<file path="config.mk">
export PLATFORM = sky130hd
export DESIGN_NAME = uuid_text_parser_unit
export DESIGN_NICKNAME = d
export VERILOG_FILES = /design/src/sv/uuidp_pkg.sv /design/src/sv/uuidp_front.sv /design/src/sv/uuidp_queue.sv /design/src/sv/uuidp_back.sv /design/src/sv/uuid_text_parser_unit.sv
export VERILOG_INCLUDE_DIRS = /design/src /design/src/sv
export SDC_FILE = /design/constraint.sdc
export NUM_CORES = 1
export LEC_CHECK = 0
export BUFFER_PORTS_ARGS = -buffer_cell sky130_fd_sc_hd__buf_2
export CAP_MARGIN = 15
export CORE_ASPECT_RATIO = 0.5
export CORE_MARGIN = 10
export CORE_UTILIZATION = 55
export CTS_CLUSTER_DIAMETER = 150
export DETAILED_ROUTE_END_ITERATION = 7
export PLACE_DENSITY = 0.76
export SYNTH_ARGS = -nofsm -noshare
export SYNTH_HDL_FRONTEND = slang
export SYNTH_SLANG_ARGS = --single-unit
export TNS_END_PERCENT = 100
</file>
<file path="constraint.sdc">
create_clock -name clk -period 8.2 [get_ports clk]
set_input_delay 0.41 -clock clk [delete_from_list [all_inputs] [get_ports clk]]
set_output_delay 0.41 -clock clk [all_outputs]
set_load 0.01 [all_outputs]
</file>
<file path="src/sv/uuid_text_parser_unit_defines.svh">
// ----------------------------------------------------------------------------
// UUID text parser assertion macros
// Shared concurrent assertion forms, clocked on clk, held off during reset.
// ----------------------------------------------------------------------------
`ifndef UUID_TEXT_PARSER_UNIT_DEFINES_SVH
`define UUID_TEXT_PARSER_UNIT_DEFINES_SVH

// same-cycle implication
`define UUIDP_ASSERT_NOW(label, ante, cons, msg) \
	label: assert property (@(posedge clk) disable iff (!arst_n) (ante) |-> (cons)) \
		else $error(msg);

// next-cycle implication
`define UUIDP_ASSERT_NEXT(label, ante, cons, msg) \
	label: assert property (@(posedge clk) disable iff (!arst_n) (ante) |=> (cons)) \
		else $error(msg);

`endif

</file>
<file path="src/sv/uuidp_pkg.sv">
// ----------------------------------------------------------------------------
// UUID text parser package
// Character classes, parse phases and status codes shared by the parser.
// ----------------------------------------------------------------------------
package uuidp_pkg;

	localparam logic [7:0] CH_OPEN  = 8'h7B;
	localparam logic [7:0] CH_DASH  = 8'h2D;
	localparam logic [7:0] CH_CLOSE = 8'h7D;

	localparam int unsigned QDepth = 4;
	localparam int unsigned QPtrW  = $clog2(QDepth);
	localparam int unsigned QCntW  = $clog2(QDepth + 1);

	localparam int unsigned NumBytes = 16;

	typedef enum logic [1:0] {
		ST_OK     = 2'd0,
		ST_SHORT  = 2'd1,
		ST_DASHES = 2'd2,
		ST_BRACE  = 2'd3
	} status_t;

	typedef enum logic [2:0] {
		PH_START,
		PH_HEX,
		PH_MAYBE_DASH,
		PH_NEED_DASH,
		PH_CLOSE,
		PH_DONE,
		PH_ERROR
	} phase_t;

	typedef struct packed {
		logic [3:0] nib;
		logic       hex_ok;
		logic       is_open;
		logic       is_dash;
		logic       is_close;
		logic       last;
	} cls_word_t;

endpackage

</file>
<file path="src/sv/uuidp_front.sv">
// ----------------------------------------------------------------------------
// UUID parser front end
// Accepts characters and classifies them into hex value and delimiter flags.
// ----------------------------------------------------------------------------
module uuidp_front import uuidp_pkg::*; (
	input  logic       s_tvalid,
	output logic       s_tready,
	input  logic [7:0] s_tdata,
	input  logic       s_tlast,
	input  logic       q_full,
	output logic       push,
	output cls_word_t  word
);

	logic [7:0] c;

	assign c        = s_tdata;
	assign s_tready = !q_full;
	assign push     = s_tvalid && !q_full;

	always_comb begin
		word          = '0;
		word.last     = s_tlast;
		word.is_open  = (c == CH_OPEN);
		word.is_dash  = (c == CH_DASH);
		word.is_close = (c == CH_CLOSE);
		priority if (c >= 8'h30 && c <= 8'h39) begin
			word.hex_ok = 1'b1;
			word.nib    = 4'(c - 8'h30);
		end else if (c >= 8'h61 && c <= 8'h66) begin
			word.hex_ok = 1'b1;
			word.nib    = 4'(c - 8'h57);
		end else if (c >= 8'h41 && c <= 8'h46) begin
			word.hex_ok = 1'b1;
			word.nib    = 4'(c - 8'h37);
		end else begin
			word.hex_ok = 1'b0;
			word.nib    = 4'hF;
		end
	end

endmodule

</file>
<file path="src/sv/uuidp_queue.sv">
// ----------------------------------------------------------------------------
// UUID parser queue
// Short FIFO of classified words between front end and parser.
// ----------------------------------------------------------------------------
`include "uuid_text_parser_unit_defines.svh"

module uuidp_queue import uuidp_pkg::*; (
	input  logic      clk,
	input  logic      arst_n,
	input  logic      push,
	input  cls_word_t din,
	input  logic      pop,
	output cls_word_t dout,
	output logic      full,
	output logic      empty
);

	cls_word_t        mem [QDepth];
	logic [QPtrW-1:0] wr_ptr_q;
	logic [QPtrW-1:0] rd_ptr_q;
	logic [QCntW-1:0] count_q;

	assign full  = (count_q == QCntW'(QDepth));
	assign empty = (count_q == '0);
	assign dout  = mem[rd_ptr_q];

	always_ff @(posedge clk) begin
		if (push) begin
			mem[wr_ptr_q] <= din;
		end
	end

	always_ff @(posedge clk or negedge arst_n) begin
		if (!arst_n) begin
			wr_ptr_q <= '0;
			rd_ptr_q <= '0;
			count_q  <= '0;
		end else begin
			if (push) begin
				wr_ptr_q <= wr_ptr_q + 1'b1;
			end
			if (pop) begin
				rd_ptr_q <= rd_ptr_q + 1'b1;
			end
			unique case ({push, pop})
				2'b10:   count_q <= count_q + 1'b1;
				2'b01:   count_q <= count_q - 1'b1;
				default: count_q <= count_q;
			endcase
		end
	end

	`UUIDP_ASSERT_NOW(a_q_bound, 1'b1, count_q <= QCntW'(QDepth), "queue overfilled")
	`UUIDP_ASSERT_NOW(a_q_pop_ok, pop, !empty, "pop from empty queue")
	`UUIDP_ASSERT_NEXT(a_q_fill, push && !pop, count_q == $past(count_q) + 1'b1, "count lost a word")

endmodule

</file>
<file path="src/sv/uuidp_back.sv">
// ----------------------------------------------------------------------------
// UUID parser back end
// Runs the parse state machine over classified words and holds the result.
// ----------------------------------------------------------------------------
`include "uuid_text_parser_unit_defines.svh"

module uuidp_back import uuidp_pkg::*; (
	input  logic          clk,
	input  logic          arst_n,
	input  cls_word_t     w,
	input  logic          q_empty,
	output logic          pop,
	output logic          m_tvalid,
	input  logic          m_tready,
	output logic [135:0]  m_tdata   // status[1:0], uuid_high[65:2], uuid_low[129:66], zero pad
);

	phase_t      phase_q, phase_d, phase_n;
	logic [4:0]  idx_q, idx_d, idx_inc;
	logic        low_next_q, low_next_d;
	logic        braced_q, braced_d;
	logic        dashes_q, dashes_d;
	status_t     err_q, err_d;
	logic [3:0]  hi_q, hi_d;
	logic [7:0]  bytes_q [NumBytes];
	logic [7:0]  bytes_d [NumBytes];
	logic        take;
	logic        done;
	phase_t      digit_phase;
	status_t     status_d;
	logic [63:0] high_d, low_d;

	logic        out_valid_q;
	status_t     status_q;
	logic [63:0] high_q;
	logic [63:0] low_q;

	assign pop     = !q_empty && (!w.last || !out_valid_q || m_tready);
	assign done    = pop && w.last;
	assign idx_inc = idx_q + 5'd1;

	always_comb begin
		take = 1'b0;
		unique case (phase_q)
			PH_START:      take = !w.is_open;
			PH_HEX:        take = 1'b1;
			PH_MAYBE_DASH: take = !w.is_dash;
			default:       take = 1'b0;
		endcase
		take = take && pop;
	end

	always_comb begin
		priority if (!low_next_q) begin
			digit_phase = PH_HEX;
		end else if (idx_inc[4]) begin
			digit_phase = braced_q ? PH_CLOSE : PH_DONE;
		end else if (idx_inc == 5'd4 && !dashes_q) begin
			digit_phase = PH_MAYBE_DASH;
		end else if (dashes_q && (idx_inc == 5'd6 || idx_inc == 5'd8 || idx_inc == 5'd10)) begin
			digit_phase = PH_NEED_DASH;
		end else begin
			digit_phase = PH_HEX;
		end
	end

	always_comb begin
		phase_d = phase_q;
		if (pop) begin
			unique case (phase_q)
				PH_START:      phase_d = w.is_open ? PH_HEX : digit_phase;
				PH_HEX:        phase_d = digit_phase;
				PH_MAYBE_DASH: phase_d = w.is_dash ? PH_HEX : digit_phase;
				PH_NEED_DASH:  phase_d = w.is_dash ? PH_HEX : PH_ERROR;
				PH_CLOSE:      phase_d = w.is_close ? PH_DONE : PH_ERROR;
				default:       phase_d = phase_q;
			endcase
		end
		phase_n = done ? PH_START : phase_d;
	end

	always_comb begin
		idx_d      = idx_q;
		low_next_d = low_next_q;
		hi_d       = hi_q;
		braced_d   = braced_q;
		dashes_d   = dashes_q;
		err_d      = err_q;
		for (int i = 0; i < NumBytes; i++) begin
			bytes_d[i] = bytes_q[i];
		end
		if (pop) begin
			if (phase_q == PH_START && w.is_open) begin
				braced_d = 1'b1;
			end
			if (phase_q == PH_MAYBE_DASH && w.is_dash) begin
				dashes_d = 1'b1;
			end
			if (phase_q == PH_NEED_DASH && !w.is_dash) begin
				err_d = ST_DASHES;
			end
			if (phase_q == PH_CLOSE && !w.is_close) begin
				err_d = ST_BRACE;
			end
		end
		if (take) begin
			if (!low_next_q) begin
				hi_d       = w.nib;
				low_next_d = 1'b1;
			end else begin
				bytes_d[idx_q[3:0]] = w.hex_ok ? {hi_q, w.nib} : 8'hFF;
				low_next_d          = 1'b0;
				idx_d               = idx_inc;
			end
		end
		unique case (phase_d)
			PH_ERROR: status_d = err_d;
			PH_DONE:  status_d = ST_OK;
			default:  status_d = ST_SHORT;
		endcase
		for (int i = 0; i < 8; i++) begin
			high_d[63-8*i -: 8] = bytes_d[i];
			low_d[63-8*i -: 8]  = bytes_d[i+8];
		end
	end

	always_ff @(posedge clk or negedge arst_n) begin
		if (!arst_n) begin
			phase_q    <= PH_START;
			idx_q      <= '0;
			low_next_q <= 1'b0;
			braced_q   <= 1'b0;
			dashes_q   <= 1'b0;
			err_q      <= ST_OK;
		end else if (done) begin
			phase_q    <= PH_START;
			idx_q      <= '0;
			low_next_q <= 1'b0;
			braced_q   <= 1'b0;
			dashes_q   <= 1'b0;
			err_q      <= ST_OK;
		end else begin
			phase_q    <= phase_n;
			idx_q      <= idx_d;
			low_next_q <= low_next_d;
			braced_q   <= braced_d;
			dashes_q   <= dashes_d;
			err_q      <= err_d;
		end
	end

	always_ff @(posedge clk) begin
		hi_q <= hi_d;
		for (int i = 0; i < NumBytes; i++) begin
			bytes_q[i] <= bytes_d[i];
		end
	end

	always_ff @(posedge clk or negedge arst_n) begin
		if (!arst_n) begin
			out_valid_q <= 1'b0;
		end else if (done) begin
			out_valid_q <= 1'b1;
		end else if (m_tready) begin
			out_valid_q <= 1'b0;
		end
	end

	always_ff @(posedge clk) begin
		if (done) begin
			status_q <= status_d;
			high_q   <= (status_d == ST_OK) ? high_d : 64'd0;
			low_q    <= (status_d == ST_OK) ? low_d : 64'd0;
		end
	end

	assign m_tvalid = out_valid_q;
	assign m_tdata  = {6'd0, low_q, high_q, status_q};

	`UUIDP_ASSERT_NEXT(a_b_restart, done, phase_q == PH_START && out_valid_q && !low_next_q, "no restart after last word")
	`UUIDP_ASSERT_NOW(a_b_zero_err, out_valid_q && status_q != ST_OK, high_q == '0 && low_q == '0, "value kept on error")
	`UUIDP_ASSERT_NOW(a_b_no_drop, out_valid_q && !m_tready && !q_empty && w.last, !pop, "result overwritten")

endmodule

</file>
<file path="src/sv/uuid_text_parser_unit.sv">
// ----------------------------------------------------------------------------
// UUID text parser unit
// Parses a UUID text stream, one character a word, into status and value.
// ----------------------------------------------------------------------------
//  channel | direction | tdata                              | tlast
//  s_*     | in        | ch[7:0]                            | last
//  m_*     | out       | status, uuid_high, uuid_low, pad   | -
//
//  One character a cycle sustained while the queue has room.
//  m_tvalid is registered when the parser pops the last character from
//  the queue, unless an earlier result still waits in the output register.
//  A four-word queue separates the classifier from the parser, so input
//  keeps flowing while a result waits; it fills only under output stall.
//  Reset is asynchronous and needs no clearing pass.
// ----------------------------------------------------------------------------
module uuid_text_parser_unit import uuidp_pkg::*; (
	input  logic         clk,
	input  logic         arst_n,
	input  logic         s_tvalid,
	output logic         s_tready,
	input  logic [7:0]   s_tdata,   // ch[7:0]
	input  logic         s_tlast,
	output logic         m_tvalid,
	input  logic         m_tready,
	output logic [135:0] m_tdata    // status[1:0], uuid_high[65:2], uuid_low[129:66], zero pad
);

	cls_word_t in_word;
	cls_word_t head_word;
	logic      push;
	logic      pop;
	logic      q_full;
	logic      q_empty;

	uuidp_front u_front (
		.s_tvalid (s_tvalid),
		.s_tready (s_tready),
		.s_tdata  (s_tdata),
		.s_tlast  (s_tlast),
		.q_full   (q_full),
		.push     (push),
		.word     (in_word)
	);

	uuidp_queue u_queue (
		.clk    (clk),
		.arst_n (arst_n),
		.push   (push),
		.din    (in_word),
		.pop    (pop),
		.dout   (head_word),
		.full   (q_full),
		.empty  (q_empty)
	);

	uuidp_back u_back (
		.clk      (clk),
		.arst_n   (arst_n),
		.w        (head_word),
		.q_empty  (q_empty),
		.pop      (pop),
		.m_tvalid (m_tvalid),
		.m_tready (m_tready),
		.m_tdata  (m_tdata)
	);

endmodule

</file>
==> flow_results.xml <==
<?xml version="1.0" encoding="UTF-8"?>
<metrics>
  <group name="finish">
    <metric name="area_delta_synth_final" unit="%">15.1</metric>
    <metric name="multiInputGateArea" unit="mm^2">0.00390</metric>
    <metric name="layout.filler_cells" unit="">1600</metric>
    <metric name="layout-drive-gt1-share" unit="">0.317</metric>
    <metric name="seq_area" unit="mm^2">0.00819</metric>
    <metric name="mostFrequentLayoutCells" unit="">edfxtp_1, nor2_1, buf_2</metric>
    <metric name="layout.core_utilization" unit="">0.650</metric>
    <metric name="final_nets" unit="">1115</metric>
    <metric name="insertedDiodeCount" unit="">0</metric>
    <metric name="final_cell_count_no_fill" unit="">1409</metric>
    <metric name="final_common_cell" unit="">edfxtp_1</metric>
  </group>
  <group name="critical_path">
    <metric name="crit_arrival" unit="ps">4470</metric>
    <metric name="setup_slack_on_the_worst_flop_to_flop_path" unit="ps">3970</metric>
    <metric name="cp_cell_sequence" unit="">mux4_2 &gt; a211oi_4 &gt; nand2_1 &gt; a21oi_1 &gt; o2bb2ai_2 &gt; mux2i_4 &gt; buf_4 &gt; buf_4 &gt; nor2_1</metric>
    <metric name="path_max_fanout" unit="">70</metric>
    <metric name="worstSetupStartpointType" unit="">register</metric>
    <metric name="critPathRequiredTime" unit="ps">8450</metric>
    <metric name="critical-path-top-delay-family" unit="">buffers and inverters</metric>
    <metric name="setup.worst_path.end_class" unit="">register</metric>
    <metric name="maximum_cell_stage_delay_along_the_critical_path" unit="ps">760</metric>
    <metric name="setup.worst_path.class" unit="">register to register</metric>
    <metric name="worstPathBufferInverterCount" unit="">2</metric>
    <metric name="cpMaxStageDelayCell" unit="">dfrtp_1</metric>
    <metric name="critPathMostFrequentCell" unit="">buf_4</metric>
  </group>
  <group name="logic_synthesis">
    <metric name="postSynth.asyncResetShare" unit="">0.0658</metric>
    <metric name="synth_instances" unit="">959</metric>
    <metric name="yosys_warnings" unit="">0</metric>
    <metric name="ys_seq_area_frac" unit="">0.661</metric>
    <metric name="synth.ff_latch_count" unit="">319</metric>
    <metric name="synth_enable_flop_cells" unit="">170</metric>
    <metric name="yosys.cell_types.count" unit="">49</metric>
    <metric name="postSynth.topFlopCell" unit="">edfxtp_1</metric>
    <metric name="synth_area_per_cell" unit="um^2">12.9</metric>
    <metric name="syn_area" unit="mm^2">0.0124</metric>
  </group>
  <group name="timing">
    <metric name="layout_min_cycle_time" unit="ps">4230</metric>
    <metric name="hold_violations" unit="">0</metric>
    <metric name="final_setup_violating_endpoints" unit="">0</metric>
    <metric name="timing.final.max_slew_violations" unit="">0</metric>
    <metric name="layout_worst_path_cycle_share" unit="">0.515</metric>
    <metric name="max_clock_freq" unit="MHz">237</metric>
    <metric name="slew-limit-headroom" unit="">0.285</metric>
    <metric name="worst-slew-pin-transition" unit="ps">1070</metric>
    <metric name="fin_skew" unit="ps">14.6</metric>
    <metric name="rsz0062_at_grt" unit="">no</metric>
    <metric name="fin_tns_setup" unit="ps">0</metric>
  </group>
  <group name="route">
    <metric name="routed_wl" unit="um">26500</metric>
    <metric name="drt_iter0_drc" unit="">633</metric>
    <metric name="antenna_nets_post_route" unit="">0</metric>
    <metric name="post_drt_via_cell_ratio" unit="">5.35</metric>
    <metric name="detail_route.first_pass.iterations" unit="">5</metric>
    <metric name="routedWlPerCell" unit="um">18.8</metric>
    <metric name="vias" unit="">7533</metric>
    <metric name="drc_errors" unit="">0</metric>
  </group>
  <group name="clock_tree">
    <metric name="cts.sinks" unit="">319</metric>
    <metric name="cts.root.buffer_cell" unit="">clkbuf_16</metric>
    <metric name="cts.reportedPaths.clkPinSlew" unit="ps">60</metric>
    <metric name="cts_htree_levels" unit="">1</metric>
    <metric name="cts_max_path_buffers" unit="">3</metric>
    <metric name="cts_tree" unit="">done</metric>
    <metric name="cts_made_buffers" unit="">28</metric>
    <metric name="clkLatencyLatePin" unit="ps">540</metric>
    <metric name="cts_resized" unit="">0</metric>
  </group>
  <group name="placement">
    <metric name="dpl.cell_count" unit="">1356</metric>
    <metric name="place_hpwl" unit="um">17100</metric>
    <metric name="buffer_ports.inserted" unit="">144</metric>
    <metric name="gpl_wtd_cong" unit="">0.846</metric>
  </group>
  <group name="power_and_ir_drop">
    <metric name="design_power_total" unit="W">0.00594</metric>
    <metric name="ir_worst_vdd" unit="V">0.000241</metric>
    <metric name="cellLeakagePower" unit="nW">5.83</metric>
    <metric name="power_density_of_the_placed_cells" unit="mW/mm^2">417</metric>
  </group>
  <group name="floorplanning">
    <metric name="num_io_pins" unit="">151</metric>
    <metric name="die-area" unit="mm^2">0.0293</metric>
    <metric name="initial_utilization" unit="">0.565</metric>
    <metric name="die_height" unit="um">126</metric>
    <metric name="placementRows" unit="">38</metric>
    <metric name="die-width" unit="um">232</metric>
    <metric name="core_area" unit="mm^2">0.0219</metric>
  </group>
  <group name="grt">
    <metric name="grt_first_pass_wirelength" unit="um">41700</metric>
    <metric name="antenna_found_initial" unit="">0</metric>
    <metric name="first_global_vias" unit="">7656</metric>
    <metric name="grt_remaining_overflow" unit="">0</metric>
    <metric name="grt_max_degree" unit="">85</metric>
    <metric name="grt.total_usage" unit="">0.175</metric>
  </group>
  <group name="worst_hold_path">
    <metric name="hold_path.class" unit="">input port to register</metric>
  </group>
  <group name="run_status">
    <metric name="outcome" unit="">completed</metric>
  </group>
  <group name="job">
    <metric name="drv_cap" unit="">0</metric>
  </group>
</metrics>
## cell type report
class | instances | area share
clock buffers | 37 | 0.0580
multi-input cells | 575 | 0.273
well taps | 300 | 0.0263
clock inverters | 15 | 0.0100
flip-flops and latches | 319 | 0.575
inverters | 12 | 0.00316
repair buffers | 151 | 0.0544
## synthesized netlist by cell type, types with 9 or more instances
| cell type | count | area share |
|---|---|---|
| a21oi_1 | 9 | 0.0036 |
| buf_2 | 14 | 0.0057 |
| buf_4 | 14 | 0.0085 |
| clkbuf_1 | 23 | 0.0070 |
| dfrtp_1 | 21 | 0.042 |
| dfxtp_1 | 128 | 0.21 |
| edfxtp_1 | 170 | 0.41 |
| ha_1 | 14 | 0.014 |
| inv_1 | 12 | 0.0036 |
| mux2_2 | 129 | 0.12 |
| mux4_2 | 11 | 0.020 |
| nand2_1 | 143 | 0.043 |
| nand2b_1 | 12 | 0.0061 |
| nand4_1 | 14 | 0.0071 |
| nor2_1 | 154 | 0.047 |
## path summary, 6_finish.rpt
kind                                            from                    to  depth (start not counted)
worst max-delay path             u_queue.rd_ptr_q[0]      u_back.low_q[25]                          9
worst min-delay path                         s_tlast     u_queue.mem[2][0]                          1
worst max register to register   u_queue.rd_ptr_q[0]      u_back.low_q[25]                          9
worst min register to register  u_back.bytes_q[0][2]  u_back.bytes_q[0][2]                          1
max in group asynchronous                     arst_n       u_back.dashes_q                          2
min in group asynchronous                     arst_n   u_queue.wr_ptr_q[1]                          2
## metrics by stage
stage          setup WS (ps)  cell area, um^2  hold WS [ps]
2_1_floorplan           2140            12400           114
3_3_place_gp            4110            13300           401
3_5_place_dp            3980            13300           401
4_1_cts                 3960            14300           102
5_1_grt                 3600            14300           109
6_report                3970            14300           110
## kinds of logic after synthesis
| family | Yosys count | synth area share |
|---|---|---|
| and+or+nand+nor | 367 | 0.129 |
| DFF | 319 | 0.661 |
| muxes | 143 | 0.140 |
| buffers and inverters | 70 | 0.0269 |
| AOI/OAI and AO/OA | 31 | 0.0179 |
| adders and majority gates | 15 | 0.0158 |
| xor gates and xnor gates | 13 | 0.00919 |
| other | 1 | 0.000303 |
## repair_timing
item | CTS | global route
endpoints found under the hold margin | 21 | 0
buffers inserted | 0 | 0
hold buffers | 1 | 0
## registers in the layout, summed over array words and instances, names as in the netlist, 3 cells and up
register and count:
u_queue.count_q 3, u_back.hi_q 4, u_queue.mem 36, u_back.low_q 64, u_back.idx_q 5, u_back.high_q 64
u_back.phase_q 3, u_back.bytes_q 128
## where the power goes
part | leakage, nW | switching (W) | internal [W]
combinational | 2.37 | 0.00148 | 0.000575
sequential | 2.98 | 0.000208 | 0.00233
clock | 0.486 | 0.000569 | 0.000776
## routing by layer
metal,share of wire,vias up,global-route usage
li1,-,3583,-
met1,0.43,3728,0.228
met2,0.50,179,0.297
met3,0.047,43,0.0287
met4,0.024,0,0.0527
met5,0,-,0
(Power assumes the default switching activity.)
